[config.mk]
export PLATFORM = sky130hd
export DESIGN_NAME = ppm_frame_decoder_core
export DESIGN_NICKNAME = d
export VERILOG_FILES = /design/src/design/ppm_fd_pkg.sv /design/src/design/ppm_fd_cfg.sv /design/src/design/ppm_fd_decode.sv /design/src/design/ppm_fd_pipe.sv /design/src/design/ppm_frame_decoder_core.sv
export SDC_FILE = /design/constraint.sdc
export NUM_CORES = 1
export LEC_CHECK = 0
export ABC_CLOCK_PERIOD_IN_PS = 6700
export BUFFER_PORTS_ARGS = -buffer_cell sky130_fd_sc_hd__buf_2
export CAP_MARGIN = 20
export CORE_UTILIZATION = 35
export CTS_CLUSTER_DIAMETER = 120
export DETAILED_ROUTE_END_ITERATION = 8
export PLACE_DENSITY_LB_ADDON = 0.08
export SLEW_MARGIN = 20
export SYNTH_ARGS = -nofsm -noshare
export SYNTH_HDL_FRONTEND = slang
export SYNTH_SLANG_ARGS = --single-unit
[constraint.sdc]
create_clock -name clk -period 6.7 [get_ports clk]
set_input_delay 1.005 -clock clk [delete_from_list [all_inputs] [get_ports clk]]
set_output_delay 1.005 -clock clk [all_outputs]
set_load 0.05 [all_outputs]
[src/design/ppm_fd_pkg.sv]
// ppm_fd_pkg: types, codes and reset constants for the ppm frame decoder
// no dependencies; used by every module of the block
`timescale 1ns / 1ps

package ppm_fd_pkg;

	localparam int CHANNELS_DEFAULT = 16;

	localparam logic [15:0] PULSE_MAX_RST  = 16'd510;
	localparam logic [15:0] SYNC_MIN_RST   = 16'd1910;
	localparam logic [11:0] VALUE_LOW_RST  = 12'd810;
	localparam logic [11:0] VALUE_HIGH_RST = 12'd2210;
	localparam logic [15:0] TIMEOUT_MS_RST = 16'd500;

	localparam int CFG_DATA_W  = 16;
	localparam int CFG_INDEX_W = 3;

	typedef enum logic [CFG_INDEX_W-1:0] {
		REG_PULSE_MAX  = 3'd0,
		REG_SYNC_MIN   = 3'd1,
		REG_VALUE_LOW  = 3'd2,
		REG_VALUE_HIGH = 3'd3,
		REG_TIMEOUT_MS = 3'd4
	} cfg_reg_t;

	typedef enum logic [1:0] {
		OP_EDGE = 2'd0,
		OP_TICK = 2'd1,
		OP_READ = 2'd2
	} op_t;

	typedef struct packed {
		logic [15:0] pulse_max;
		logic [15:0] sync_min;
		logic [11:0] value_low;
		logic [11:0] value_high;
		logic [15:0] timeout_ms;
	} cfg_t;

	typedef struct packed {
		logic [1:0]  op;
		logic [15:0] interval_us;
		logic [3:0]  read_index;
	} in_item_t;

	typedef struct packed {
		logic        wrote;
		logic [3:0]  wrote_channel;
		logic [11:0] wrote_value;
		logic        sync_seen;
		logic        receiving;
		logic [11:0] read_value;
	} out_item_t;

endpackage

[src/design/ppm_fd_cfg.sv]
// ppm_fd_cfg: configuration register bank of the ppm frame decoder
// depends on ppm_fd_pkg
`timescale 1ns / 1ps

module ppm_fd_cfg (
	input  logic                                clk,
	input  logic                                arst_n,
	input  logic                                wr_en,
	input  logic [ppm_fd_pkg::CFG_INDEX_W-1:0]  wr_index,
	input  logic [ppm_fd_pkg::CFG_DATA_W-1:0]   wr_data,
	output ppm_fd_pkg::cfg_t                    cfg
);

	ppm_fd_pkg::cfg_t cfg_q;

	always_ff @(posedge clk or negedge arst_n) begin
		if (!arst_n) begin
			cfg_q.pulse_max  <= ppm_fd_pkg::PULSE_MAX_RST;
			cfg_q.sync_min   <= ppm_fd_pkg::SYNC_MIN_RST;
			cfg_q.value_low  <= ppm_fd_pkg::VALUE_LOW_RST;
			cfg_q.value_high <= ppm_fd_pkg::VALUE_HIGH_RST;
			cfg_q.timeout_ms <= ppm_fd_pkg::TIMEOUT_MS_RST;
		end else if (wr_en) begin
			case (wr_index)
				ppm_fd_pkg::REG_PULSE_MAX:  cfg_q.pulse_max  <= wr_data;
				ppm_fd_pkg::REG_SYNC_MIN:   cfg_q.sync_min   <= wr_data;
				ppm_fd_pkg::REG_VALUE_LOW:  cfg_q.value_low  <= wr_data[11:0];
				ppm_fd_pkg::REG_VALUE_HIGH: cfg_q.value_high <= wr_data[11:0];
				ppm_fd_pkg::REG_TIMEOUT_MS: cfg_q.timeout_ms <= wr_data;
				default: ;
			endcase
		end
	end

	assign cfg = cfg_q;

endmodule

[src/design/ppm_fd_decode.sv]
// ppm_fd_decode: decoder state (pulse, channel index, link age, channel values)
// and the per-item update logic; depends on ppm_fd_pkg
`timescale 1ns / 1ps

module ppm_fd_decode #(
	parameter int CHANNELS = ppm_fd_pkg::CHANNELS_DEFAULT
) (
	input  logic                  clk,
	input  logic                  arst_n,
	input  logic                  commit,
	input  ppm_fd_pkg::in_item_t  item,
	input  ppm_fd_pkg::cfg_t      cfg,
	output ppm_fd_pkg::out_item_t result
);

	localparam int IDX_W = $clog2(CHANNELS + 1);

	logic [15:0]      last_pulse_q;
	logic [IDX_W-1:0] channel_index_q;
	logic [15:0]      ms_since_sync_q;
	logic [11:0]      channel_values_q [CHANNELS];

	logic [16:0]      sum;
	logic             is_edge, is_tick, is_read;
	logic             is_pulse, is_sync, is_gap, in_window;
	logic [15:0]      ms_next;
	logic [11:0]      rval;

	assign is_edge   = item.op == ppm_fd_pkg::OP_EDGE;
	assign is_tick   = item.op == ppm_fd_pkg::OP_TICK;
	assign is_read   = item.op == ppm_fd_pkg::OP_READ;
	assign is_pulse  = is_edge && (item.interval_us < cfg.pulse_max);
	assign is_sync   = is_edge && !is_pulse && (item.interval_us > cfg.sync_min);
	assign is_gap    = is_edge && !is_pulse && !is_sync
		&& (channel_index_q < IDX_W'(CHANNELS));
	assign sum       = {1'b0, item.interval_us} + {1'b0, last_pulse_q};
	assign in_window = (sum > {5'b0, cfg.value_low}) && (sum < {5'b0, cfg.value_high});

	always_comb begin
		if (is_sync) begin
			ms_next = '0;
		end else if (is_tick && ms_since_sync_q != 16'hFFFF) begin
			ms_next = ms_since_sync_q + 16'd1;
		end else begin
			ms_next = ms_since_sync_q;
		end
	end

	always_comb begin
		rval = '0;
		for (int i = 0; i < CHANNELS; i++) begin
			if ({2'b0, item.read_index} == 6'(i)) begin
				rval = channel_values_q[i];
			end
		end
	end

	always_comb begin
		result.wrote         = is_gap && in_window;
		result.wrote_channel = (is_gap && in_window) ? 4'(channel_index_q) : 4'd0;
		result.wrote_value   = (is_gap && in_window) ? sum[11:0] : 12'd0;
		result.sync_seen     = is_sync;
		result.receiving     = ms_next <= cfg.timeout_ms;
		result.read_value    = is_read ? rval : 12'd0;
	end

	always_ff @(posedge clk or negedge arst_n) begin
		if (!arst_n) begin
			last_pulse_q    <= '0;
			channel_index_q <= '0;
			ms_since_sync_q <= '0;
		end else if (commit) begin
			ms_since_sync_q <= ms_next;
			if (is_pulse) begin
				last_pulse_q <= item.interval_us;
			end
			if (is_sync) begin
				channel_index_q <= '0;
			end else if (is_gap) begin
				channel_index_q <= channel_index_q + IDX_W'(1);
			end
		end
	end

	for (genvar g = 0; g < CHANNELS; g++) begin : g_chan
		always_ff @(posedge clk or negedge arst_n) begin
			if (!arst_n) begin
				channel_values_q[g] <= '0;
			end else if (commit && is_gap && in_window
				&& channel_index_q == IDX_W'(g)) begin
				channel_values_q[g] <= sum[11:0];
			end
		end
	end

endmodule

[src/design/ppm_fd_pipe.sv]
// ppm_fd_pipe: input stage and result register with valid/ready handshake
// depends on ppm_fd_pkg
`timescale 1ns / 1ps

module ppm_fd_pipe (
	input  logic                  clk,
	input  logic                  arst_n,
	input  logic                  req_valid,
	output logic                  req_ready,
	input  ppm_fd_pkg::in_item_t  req,
	output logic                  rsp_valid,
	input  logic                  rsp_ready,
	output ppm_fd_pkg::out_item_t rsp,
	output ppm_fd_pkg::in_item_t  item_s1,
	output logic                  commit,
	input  ppm_fd_pkg::out_item_t result
);

	logic                  valid_s1;
	ppm_fd_pkg::in_item_t  req_s1;
	logic                  rsp_valid_q;
	ppm_fd_pkg::out_item_t rsp_q;

	assign commit    = valid_s1 && (!rsp_valid_q || rsp_ready);
	assign req_ready = !valid_s1 || commit;

	always_ff @(posedge clk or negedge arst_n) begin
		if (!arst_n) begin
			valid_s1    <= 1'b0;
			rsp_valid_q <= 1'b0;
		end else begin
			if (req_ready) begin
				valid_s1 <= req_valid;
			end
			if (commit) begin
				rsp_valid_q <= 1'b1;
			end else if (rsp_ready) begin
				rsp_valid_q <= 1'b0;
			end
		end
	end

	always_ff @(posedge clk) begin
		if (req_ready && req_valid) begin
			req_s1 <= req;
		end
		if (commit) begin
			rsp_q <= result;
		end
	end

	assign item_s1   = req_s1;
	assign rsp_valid = rsp_valid_q;
	assign rsp       = rsp_q;

endmodule

[src/design/ppm_frame_decoder_core.sv]
// ppm_frame_decoder_core: top level of the ppm frame decoder
// depends on ppm_fd_pkg, ppm_fd_cfg, ppm_fd_decode, ppm_fd_pipe
`timescale 1ns / 1ps

// Decodes an RC pulse-position stream from edge-interval, millisecond-tick and
// channel-read items; every item yields exactly one result item. An item is
// registered, then its whole update (one 17-bit add, a few 16-bit compares and
// the channel value register file) runs when the item commits and lands in the
// result register, so one item is taken per clock, stalling only when the result
// register is still held by the consumer. Channel values live in CHANNELS
// flip-flop registers cleared by reset; channels at or beyond sixteen cannot be
// read through the 4-bit index. Configuration writes are meant to be issued only
// while no item is in flight.

module ppm_frame_decoder_core #(
	parameter int CHANNELS = ppm_fd_pkg::CHANNELS_DEFAULT
) (
	input  logic                                clk,
	input  logic                                arst_n,
	input  logic                                req_valid,
	output logic                                req_ready,
	input  ppm_fd_pkg::in_item_t                req,
	output logic                                rsp_valid,
	input  logic                                rsp_ready,
	output ppm_fd_pkg::out_item_t               rsp,
	input  logic                                wr_en,
	input  logic [ppm_fd_pkg::CFG_INDEX_W-1:0]  wr_index,
	input  logic [ppm_fd_pkg::CFG_DATA_W-1:0]   wr_data
);

	ppm_fd_pkg::cfg_t      cfg;
	ppm_fd_pkg::in_item_t  item_s1;
	ppm_fd_pkg::out_item_t result;
	logic                  commit;

	ppm_fd_cfg u_cfg (
		.clk      (clk),
		.arst_n   (arst_n),
		.wr_en    (wr_en),
		.wr_index (wr_index),
		.wr_data  (wr_data),
		.cfg      (cfg)
	);

	ppm_fd_pipe u_pipe (
		.clk       (clk),
		.arst_n    (arst_n),
		.req_valid (req_valid),
		.req_ready (req_ready),
		.req       (req),
		.rsp_valid (rsp_valid),
		.rsp_ready (rsp_ready),
		.rsp       (rsp),
		.item_s1   (item_s1),
		.commit    (commit),
		.result    (result)
	);

	ppm_fd_decode #(
		.CHANNELS (CHANNELS)
	) u_decode (
		.clk    (clk),
		.arst_n (arst_n),
		.commit (commit),
		.item   (item_s1),
		.cfg    (cfg),
		.result (result)
	);

endmodule

# Word level (Yosys, flattened, before mapping)
# Index checks and enable logic that the tools add are counted.
word_totals:
  ff_bits: 356
  latchBits: 0
  ram_bits: 0
  mem_bits_ro: 0
  memories: 0
op_classes:
  addsub: 3
  multipliers: 0
  div: 0
  magnitude_cmp: 6
  eq_ne: 37
  shift: 0
  muxes: 22
  bitwise: 0
  n_reduce_logical: 47
ops:
  columns: ["op", "n"]
  rows:
  - ["2-to-1 mux 12 bit", 16]
  - ["== test 5 x 4 -> 1 bit, second input constant", 8]
  - ["== test 4 bit, second input constant", 8]
  - ["2-to-1 mux 16 bit", 2]
  - ["logical AND 1 bit", 28]
  - ["== test 5 x 3 -> 1 bit, second input constant", 4]
  - ["adder 16 x 16 -> 17 bit", 1]
  - ["> comparator 17 x 12 -> 1 bit", 1]
  - ["< comparator 17 x 12 -> 1 bit", 1]
  - ["adder 16 x 1 -> 16 bit, second input constant", 1]
  - ["== test 4 x 3 -> 1 bit, second input constant", 4]
  - ["> comparator 16 bit", 1]
  - ["less-or-equal comparator 16 bit", 1]
  - ["< comparator 16 bit", 1]
  - ["!= test 16 bit, second input constant", 1]
  - ["AND reduction 2 bit", 7]
  - ["== test 5 x 2 -> 1 bit, second input constant", 2]
  - ["2-to-1 mux 5 bit", 2]
  - ["== test 4 x 2 -> 1 bit, second input constant", 2]
  - ["== test 3 x 2 -> 1 bit, second input constant", 2]
  - ["adder 5 x 1 -> 5 bit, second input constant", 1]
  - ["== test 5 x 1 -> 1 bit, second input constant", 1]
  - ["logical NOT 5 bit", 1]
  - ["< comparator 5 bit, second input constant", 1]
  - ["other kinds (12)", 18]

# Longest topological paths before layout
# Gate-level depths: netlist of run 1.
logic_depth:
  depth_word: 17
  depth_mapped: 21
  ltp_nobuf: 19

# Modules after synthesis
# A second synthesis of run 1 with hierarchy kept.
unflattened:
  hier_cells: 1558
  area_unflattened_um2: 19149.6
by_module_without_submodules:
  columns: ["module", "n_inst", "cells_per_inst", "area_each_um2", "seq_area_each_um2"]
  rows:
  - ["ppm_fd_decode", 1, 1341, 14662.8, 5730.5]
  - ["ppm_fd_cfg", 1, 156, 2791.4, 1840.5]
  - ["ppm_fd_pipe", 1, 61, 1695.4, 1641.6]

# Worst setup path after synthesis of run 1
# No wires, ideal clock.
synth_timing:
  kind: "reg2reg"
  startpoint: "register u_pipe.req_s1, in the netlist u_pipe.item_s1[9]"
  endpoint: "register u_decode.channel_values_q[77] (netlist bit)"
  t_arrival_ps: 4495
  t_required_ps: 6575
  slack_ps: 2081
  path_stages_with_launch: 20
  path_cell_list: "edfxtp_1 ha_1 or4_1 o21ba_2 o31ai_1 o21a_1 nor2_1 xnor2_1 clkbuf_1 ha_1 nand3_1 nor2_1 nor4_1 nand2_1 a211oi_1 nand4_4 buf_6 nor3_4 buf_6 mux2_2"
synth_rtl:
  columns: ["item", "line", "source"]
  rows:
  - ["start, declared", "ppm_fd_pipe.sv:20", "ppm_fd_pkg::in_item_t req_s1;"]
  - ["start signal, assigned", "ppm_fd_pipe.sv:45", "req_s1 <= req;"]
  - ["adder 16 x 16 -> 17 bit (*)", "ppm_fd_decode.sv:36", "assign sum = {1'b0, item.interval_us} + {1'b0, last_pulse_q};"]
  - ["net u_decode.sum[11]", "ppm_fd_decode.sv:23", "logic [16:0] sum;"]
  - ["> comparator 17 x 12 -> 1 bit / < comparator 17 x 12 -> 1 bit (equally long branches)", "ppm_fd_decode.sv:37", "assign in_window = (sum > {5'b0, cfg.value_low}) && (sum < {5'b0, cfg.value_high});"]
  - ["logical AND 1 bit (*)", "ppm_fd_decode.sv:37", null]
  - ["logical AND 1 bit (*)", "ppm_fd_decode.sv:89", "end else if (commit && is_gap && in_window"]
  - ["logical AND 1 bit (*)", "ppm_fd_decode.sv:90", "&& channel_index_q == IDX_W'(g)) begin"]
  - ["end signal, assigned by index", "ppm_fd_decode.sv:91", "channel_values_q[g] <= sum[11:0];"]
  - ["end, declared", "ppm_fd_decode.sv:21", "logic [11:0] channel_values_q [CHANNELS];"]
# The timed path passes the listed nets; every way through them passes the cells marked *.
# A chain may end at the register's enable or synchronous reset.

# Final worst setup path of run 1
layout_timing:
  startpoint: "register u_pipe.req_s1, in the netlist u_pipe.item_s1[4]"
  endpoint: "register u_decode.channel_values_q[165] (netlist bit)"
layout_via:
  elab_chain_cells: 11
layout_lines:
  columns: ["item"]
  rows:
  - ["parallel branches: the longest is 11 deep, another holds adder 16 x 16 -> 17 bit"]
# Several ways; the timed one is not identified.

==> impl_metrics.csv, run 1 <==
group,metric,value,unit
clock_network,clkTransAtPathRegs,0.06,ns
synth,synthTopCellsByArea,"dfrtp_1, mux2_2, edfxtp_1",
clock_network,post-cts-setup-buffers,0,
timing,layout_setup_ws,0.767,ns
clock_network,cts_tree,"yes",
setup_path,crit_type,"reg -> reg",
clock_network,insertion_delay,0.59,ns
detailed_routing,dr.first_iter.drc_count,897,
timing,rsz0062_at_grt,"no",
synth,synthTopCellsByCount,"dfrtp_1, mux2_2, nand2_1, o21ai_0, inv_1",
timing,drv_slew,0,
floorplan,die_h,230,µm
synth,synth_edf_count,53,
power_and_ir_drop,p_per_area,339,nW/µm²
power_and_ir_drop,leakagePower,9.60,nW
setup_path,critPathMaxFanout,18,
placement,portBuffers,78,
grt,grtUsageTotal,0.202,
synth,synth_top_cell_by_area,"dfrtp_1",
setup_path,end_kind,"register",
grt,grt_pass1_wl,80.8,mm
clock_network,cts-resized-gates,0,
timing,period_minus_slack,5.93,ns
detailed_routing,drt-total-wl,52.6,mm
floorplan,die_w,230,µm
synth,netlist_instances,1603,
synth,async_flop_share,0.851,
synth,ys_types,69,
clock_network,cts_root_buf,"clkbuf_16",
grt,busiest_layer,"met2",
finish,n_antenna_cell,0,
synth,yosysSeqAreaShare,0.504,
floorplan,row_count,83,
grt,grt_max_degree,170,
outcome,outcome,"complete, no violations",
placement,gp_congestion,0.831,
grt,use_met2,0.311,
timing,setup_viol,0,
timing,fmax,169,MHz
clock_network,cts-buffers-inserted,44,
floorplan,io_pins,79,
clock_network,h-tree-depth,2,
grt,grt_use_met3,0.0306,
synth,syn_avg_cell_area,11.4,µm²
floorplan,die-area,53100,µm²
timing,hold_violations,0,
floorplan,initial_core_util,0.355,
grt,grt_pass1_vias,12700,
worst_hold_path,hold_class,"in -> async",
power_and_ir_drop,total_power,7.11,mW
finish,area_delta_synth_final,14.8,%
timing,min_period_over_period,0.886,
detailed_routing,drtPass1Iterations,5,
clock_network,hold_buffers,0,
detailed_routing,via_per_inst,5.25,
synth,synthFlopType,"dfrtp_1",
placement,pre_cts_ws,0.782,ns
finish,drive_gt1_frac,0.273,
synth,netlist_area,18300,µm²
detailed_routing,post_drt_wl_per_cell,22.0,µm
timing,maxSlewHeadroom,0.261,
detailed_routing,drc,0,
placement,place_hpwl,35.7,mm
clock_network,cts_buffer_depth,3,
run,drv_cap,0,
detailed_routing,ant_nets,0,
synth,yosys_register_bits,356,
timing,fin_skew,0.0280,ns
timing,worstMarginPinSlew,1.11,ns
synth,synth_most_common_cell,"dfrtp_1",
timing,tns,0,ns
finish,final_net_count,1812,
setup_path,cp.arrival,6.38,ns
setup_path,crit_required,7.15,ns
clock_network,cts_sinks,356,
power_and_ir_drop,ir_worst_vdd,221,µV
grt,antenna_found_initial,1,
grt,gr-usage-met1,0.296,
grt,grt.overflow.total,0,
synth,syn_nets,1742,
synth,yosysWarnings,0,
setup_path,cp-start-kind,"register",
detailed_routing,num_vias,12500,
floorplan,fp.coreArea,51400,µm²
synth,synth.top_cell.area_share,0.372,
==> power by group <==
part,internal (mW),switching [mW],leakage (nW),total [mW]
combinational,0.657,1.46,4.38,2.12
sequential,2.40,0.0917,4.46,2.49
clock,1.52,0.982,0.756,2.51
total,4.58,2.53,9.60,7.11
==> cells in the final DEF, fill, tap and decap left out, types with 12 or more instances in the layout <==
| cell type | n |
|---|---|
| o21ai_0 | 121 |
| inv_1 | 105 |
| dfrtp_1 | 272 |
| a211oi_1 | 12 |
| mux2i_1 | 21 |
| a21oi_1 | 48 |
| a31oi_1 | 20 |
| nand2b_1 | 13 |
| nand3_1 | 26 |
| clkbuf_16 | 45 |
| mux2_1 | 13 |
| a22oi_1 | 15 |
| nor3_1 | 16 |
| mux4_2 | 12 |
| nor2_1 | 79 |
| ha_1 | 92 |
| nor2b_1 | 22 |
| o21a_1 | 13 |
| edfxtp_1 | 53 |
| nand2_1 | 138 |
| dfstp_2 | 31 |
| mux2_2 | 208 |
| buf_2 | 77 |
| buf_4 | 30 |
==> flip-flops by register name, summed over array words and instances (netlist names), 5 cells and up <==
register                   count
u_pipe.item_s1                22
u_decode.last_pulse_q         16
u_cfg.cfg                     72
u_pipe.rsp                    31
u_decode.channel_index_q       5
u_decode.ms_since_sync_q      16
u_decode.channel_values_q    192
==> metrics by stage <==
step | hold slack, ns | cell area, µm² | instances | util
6_report | 0.454 | 21000 | 2388 | 0.408
5_1_grt | 0.505 | 21000 | 2388 | 0.408
4_1_cts | 0.484 | 21000 | 2388 | 0.408
3_5_place_dp | 0.472 | 19500 | 2307 | 0.379
3_3_place_gp | 0.463 | 19500 | 2307 | 0.379
2_1_floorplan | 0.453 | 18300 | 1603 | -
==> layout make-up <==
| class | count | area (µm²) |
|---|---|---|
| Fill cell | 4945 | 30400 |
| Inverter | 106 | 398 |
| Tap cell | 680 | 851 |
| Multi-Input combinational cell | 1055 | 8340 |
| Sequential cell | 356 | 9210 |
| Timing Repair Buffer | 110 | 666 |
| Clock inverter | 21 | 244 |
| Clock buffer | 60 | 1270 |
==> logic make-up (layout without fill, tap and decap cells) <==
logic type | count (synthesis) | count (layout) | synth area share
buf+inv | 192 | 297 | 0.0455
simple gates | 363 | 363 | 0.0996
compound gates | 321 | 321 | 0.112
flops | 356 | 356 | 0.504
xor+xnor | 24 | 24 | 0.0119
fa+ha+maj | 93 | 93 | 0.0641
mux | 254 | 254 | 0.162
==> final timing paths <==
path / end / slack (ns) / cells after the start / start
max: u_decode.channel_values_q[165]$_DFFE_PN0P_ / 0.77 / 18 / u_pipe.item_s1[4]$_DFFE_PP_
min: u_cfg.cfg[51]$_DFFE_PN0P_ / 0.45 / 1 / arst_n
max reg2reg: u_decode.channel_values_q[165]$_DFFE_PN0P_ / 0.77 / 18 / u_pipe.item_s1[4]$_DFFE_PP_
min reg2reg: u_pipe.rsp_valid$_DFFE_PN0P_ / 0.48 / 1 / u_pipe.valid_s1$_DFFE_PN0N_
max in group asynchronous: u_decode.channel_values_q[130]$_DFFE_PN0P_ / 4.72 / 2 / arst_n
min in group clk: u_pipe.rsp_valid$_DFFE_PN0P_ / 0.48 / 1 / u_pipe.valid_s1$_DFFE_PN0N_
==> worst max-delay path, stage by stage (launching register included) <==
cell	delay [ns]
edfxtp_1	0.41
ha_1	0.25
inv_1	0.08
fa_1	0.20
nor2b_1	0.07
o31a_1	0.31
o2111a_1	0.29
a211o_1	0.29
xnor2_1	0.14
inv_1	0.51
ha_1	0.37
a21oi_1	0.14
o22ai_1	0.10
nor4_1	0.30
nand2_1	0.09
a211oi_1	0.42
nand4_4	0.57
nor3_4	0.84
mux2_2	0.41
==> metal layers <==
layer,routed length (µm),up-vias
met2,23500,239
met4,1130,0
met5,0,-
met3,1920,77
li1,-,5898
met1,26000,6332
Note: power is estimated with default switching activity, not from simulation.
==> inputs of run 2 (changes only) <==
- BUFFER_PORTS_ARGS: -buffer_cell sky130_fd_sc_hd__buf_2 -> -buffer_cell sky130_fd_sc_hd__buf_4
==> run 2 against run 1 <==
Critical path depth unchanged; maximum frequency up 3.8%; via count up 0.45%; combinational power about the same; highest routed layer unchanged; non-clock buffer count up 4; largest power group unchanged; clock skew up 0.0065 ns; sequential power about the same; wire length down 0.60%; final cell count up 0.17%.
==> impl_metrics.csv, run 2 (synthesized netlist as in run 1, its figures left out) <==
group,metric,value,unit
outcome,outcome,"complete, no violations",
finish,multi_input_area,8320,µm²
grt,grt_pass1_wl,80.2,mm
grt,grt_pass1_vias,12800,
grt,gr-usage-met1,0.291,
detailed_routing,num_vias,12600,
finish,fillers,4902,
placement,portBuffers,78,
detailed_routing,drtPass1Iterations,7,
finish,seq_area,9210,µm²
placement,post-place-cells,2311,
run,drv_cap,0,
clock_network,clkTransAtPathRegs,0.05,ns
clock_network,cts-resized-gates,0,
power_and_ir_drop,leakagePower,9.71,nW
clock_network,post-cts-setup-buffers,0,
setup_path,crit_required,7.15,ns
finish,area_delta_synth_final,16.4,%
clock_network,cts_tree,"yes",
timing,layout_setup_ws,0.983,ns
timing,hold_violations,0,
finish,final_net_count,1816,
timing,period_minus_slack,5.72,ns
clock_network,cts_buffer_depth,3,
floorplan,row_count,83,
finish,largest_reg_flops,192,
timing,fmax,175,MHz
power_and_ir_drop,p_per_area,340,nW/µm²
detailed_routing,via_per_inst,5.27,
grt,antenna_found_initial,1,
timing,worstMarginPinSlew,1.03,ns
clock_network,insertion_delay,0.60,ns
clock_network,hold_buffers,0,
grt,use_met2,0.310,
finish,drive_gt1_frac,0.274,
grt,grt_max_degree,123,
setup_path,cp.arrival,6.16,ns
finish,final-instance-count-excl-fill,2392,
grt,grtUsageTotal,0.200,
worst_hold_path,hold_class,"in -> async",
timing,drv_slew,0,
finish,mostFrequentLayoutCells,"dfrtp_1, mux2_2, nand2_1",
clock_network,h-tree-depth,2,
finish,n_antenna_cell,0,
timing,rsz0062_at_grt,"no",
clock_network,cts_sinks,356,
grt,grt_use_met3,0.0295,
finish,post-route-util,0.414,
grt,grt.overflow.total,0,
grt,busiest_layer,"met2",
finish,final_common_cell,"dfrtp_1",
setup_path,end_kind,"register",
clock_network,cts_root_buf,"clkbuf_16",
floorplan,initial_core_util,0.355,
detailed_routing,dr.first_iter.drc_count,725,
clock_network,cts-buffers-inserted,44,
floorplan,fp.coreArea,51400,µm²
floorplan,io_pins,79,
placement,place_hpwl,36.0,mm
floorplan,die_h,230,µm
placement,gp_congestion,0.815,
placement,pre_cts_ws,0.888,ns
setup_path,cp-start-kind,"register",
setup_path,critPathMaxFanout,18,
detailed_routing,ant_nets,0,
timing,tns,0,ns
timing,holdWs,0.371,ns
floorplan,die-area,53100,µm²
detailed_routing,drc,0,
floorplan,die_w,230,µm
detailed_routing,post_drt_wl_per_cell,21.8,µm
power_and_ir_drop,ir_worst_vdd,167,µV
finish,largest_register,"u_decode.channel_values_q",
timing,maxSlewHeadroom,0.314,
setup_path,crit_type,"reg -> reg",
timing,min_period_over_period,0.853,
timing,setup_viol,0,
timing,fin_skew,0.0346,ns
detailed_routing,drt-total-wl,52.3,mm
run 2: changes by cell type in the layout (fill, tap and decap cells not counted), sizes merged:
cell / change
buf: +4
bufinv: +2
clkbuf: +7
clkinv: -6
clkinvlp: -1
inv: -2
run 2: power breakdown:
part	switching (mW)	leakage [nW]	internal, mW
Sequential	0.0976	4.46	2.40
Combinational	1.43	4.45	0.675
Clock	0.984	0.795	1.65
Total	2.51	9.71	4.73
run 2: per-stage QoR:
stage | area, µm² | total power, mW
4_1_cts | 21300 | 7.33
5_1_grt | 21300 | 7.62
3_5_place_dp | 19700 | 4.64
6_report | 21300 | 7.24
2_1_floorplan | 18300 | 3.77
3_3_place_gp | 19700 | 4.62
run 2: routing by layer:
metal  wire, µm  up-vias
li1           -     5917
met1      25800     6391
met2      23400      233
met3       2060       62
met4       1000        0
met5          0        -
run 2: worst max-delay path, cell delays in order (launching register included):
cell	delay, ns
edfxtp_1	0.41
ha_1	0.25
inv_1	0.08
fa_1	0.20
nor2b_1	0.07
o31a_1	0.30
o2111a_1	0.29
a211o_1	0.28
xnor2_1	0.15
inv_1	0.48
ha_1	0.37
a21oi_1	0.13
o22ai_1	0.09
nor4_1	0.29
nand2_1	0.08
a211oi_1	0.40
nand4_4	0.46
nor3_4	0.81
mux2_2	0.42
run 2: worst paths after layout:
| path | from | endpoint | slack (ns) | cells past startpoint |
|---|---|---|---|---|
| worst max-delay path | u_pipe.item_s1[4]$_DFFE_PP_ | u_decode.channel_values_q[137]$_DFFE_PN0P_ | 0.98 | 18 |
| worst min-delay path | arst_n | u_cfg.cfg[51]$_DFFE_PN0P_ | 0.37 | 1 |
| worst max register to register | u_pipe.item_s1[4]$_DFFE_PP_ | u_decode.channel_values_q[137]$_DFFE_PN0P_ | 0.98 | 18 |
| worst min register to register | u_decode.channel_values_q[139]$_DFFE_PN0P_ | u_decode.channel_values_q[139]$_DFFE_PN0P_ | 0.49 | 1 |
| max in group asynchronous | arst_n | u_decode.channel_values_q[16]$_DFFE_PN0P_ | 5.00 | 2 |
| min in group clk | u_decode.channel_values_q[139]$_DFFE_PN0P_ | u_decode.channel_values_q[139]$_DFFE_PN0P_ | 0.49 | 1 |
run 2: cell type report:
class	count	area share
Clock buffer	67	0.0629
Timing Repair Buffer	114	0.0412
Clock inverter	14	0.0131
Multi-Input combinational cell	1055	0.391
Inverter	106	0.0187
Tap cell	680	0.0400
Sequential cell	356	0.433
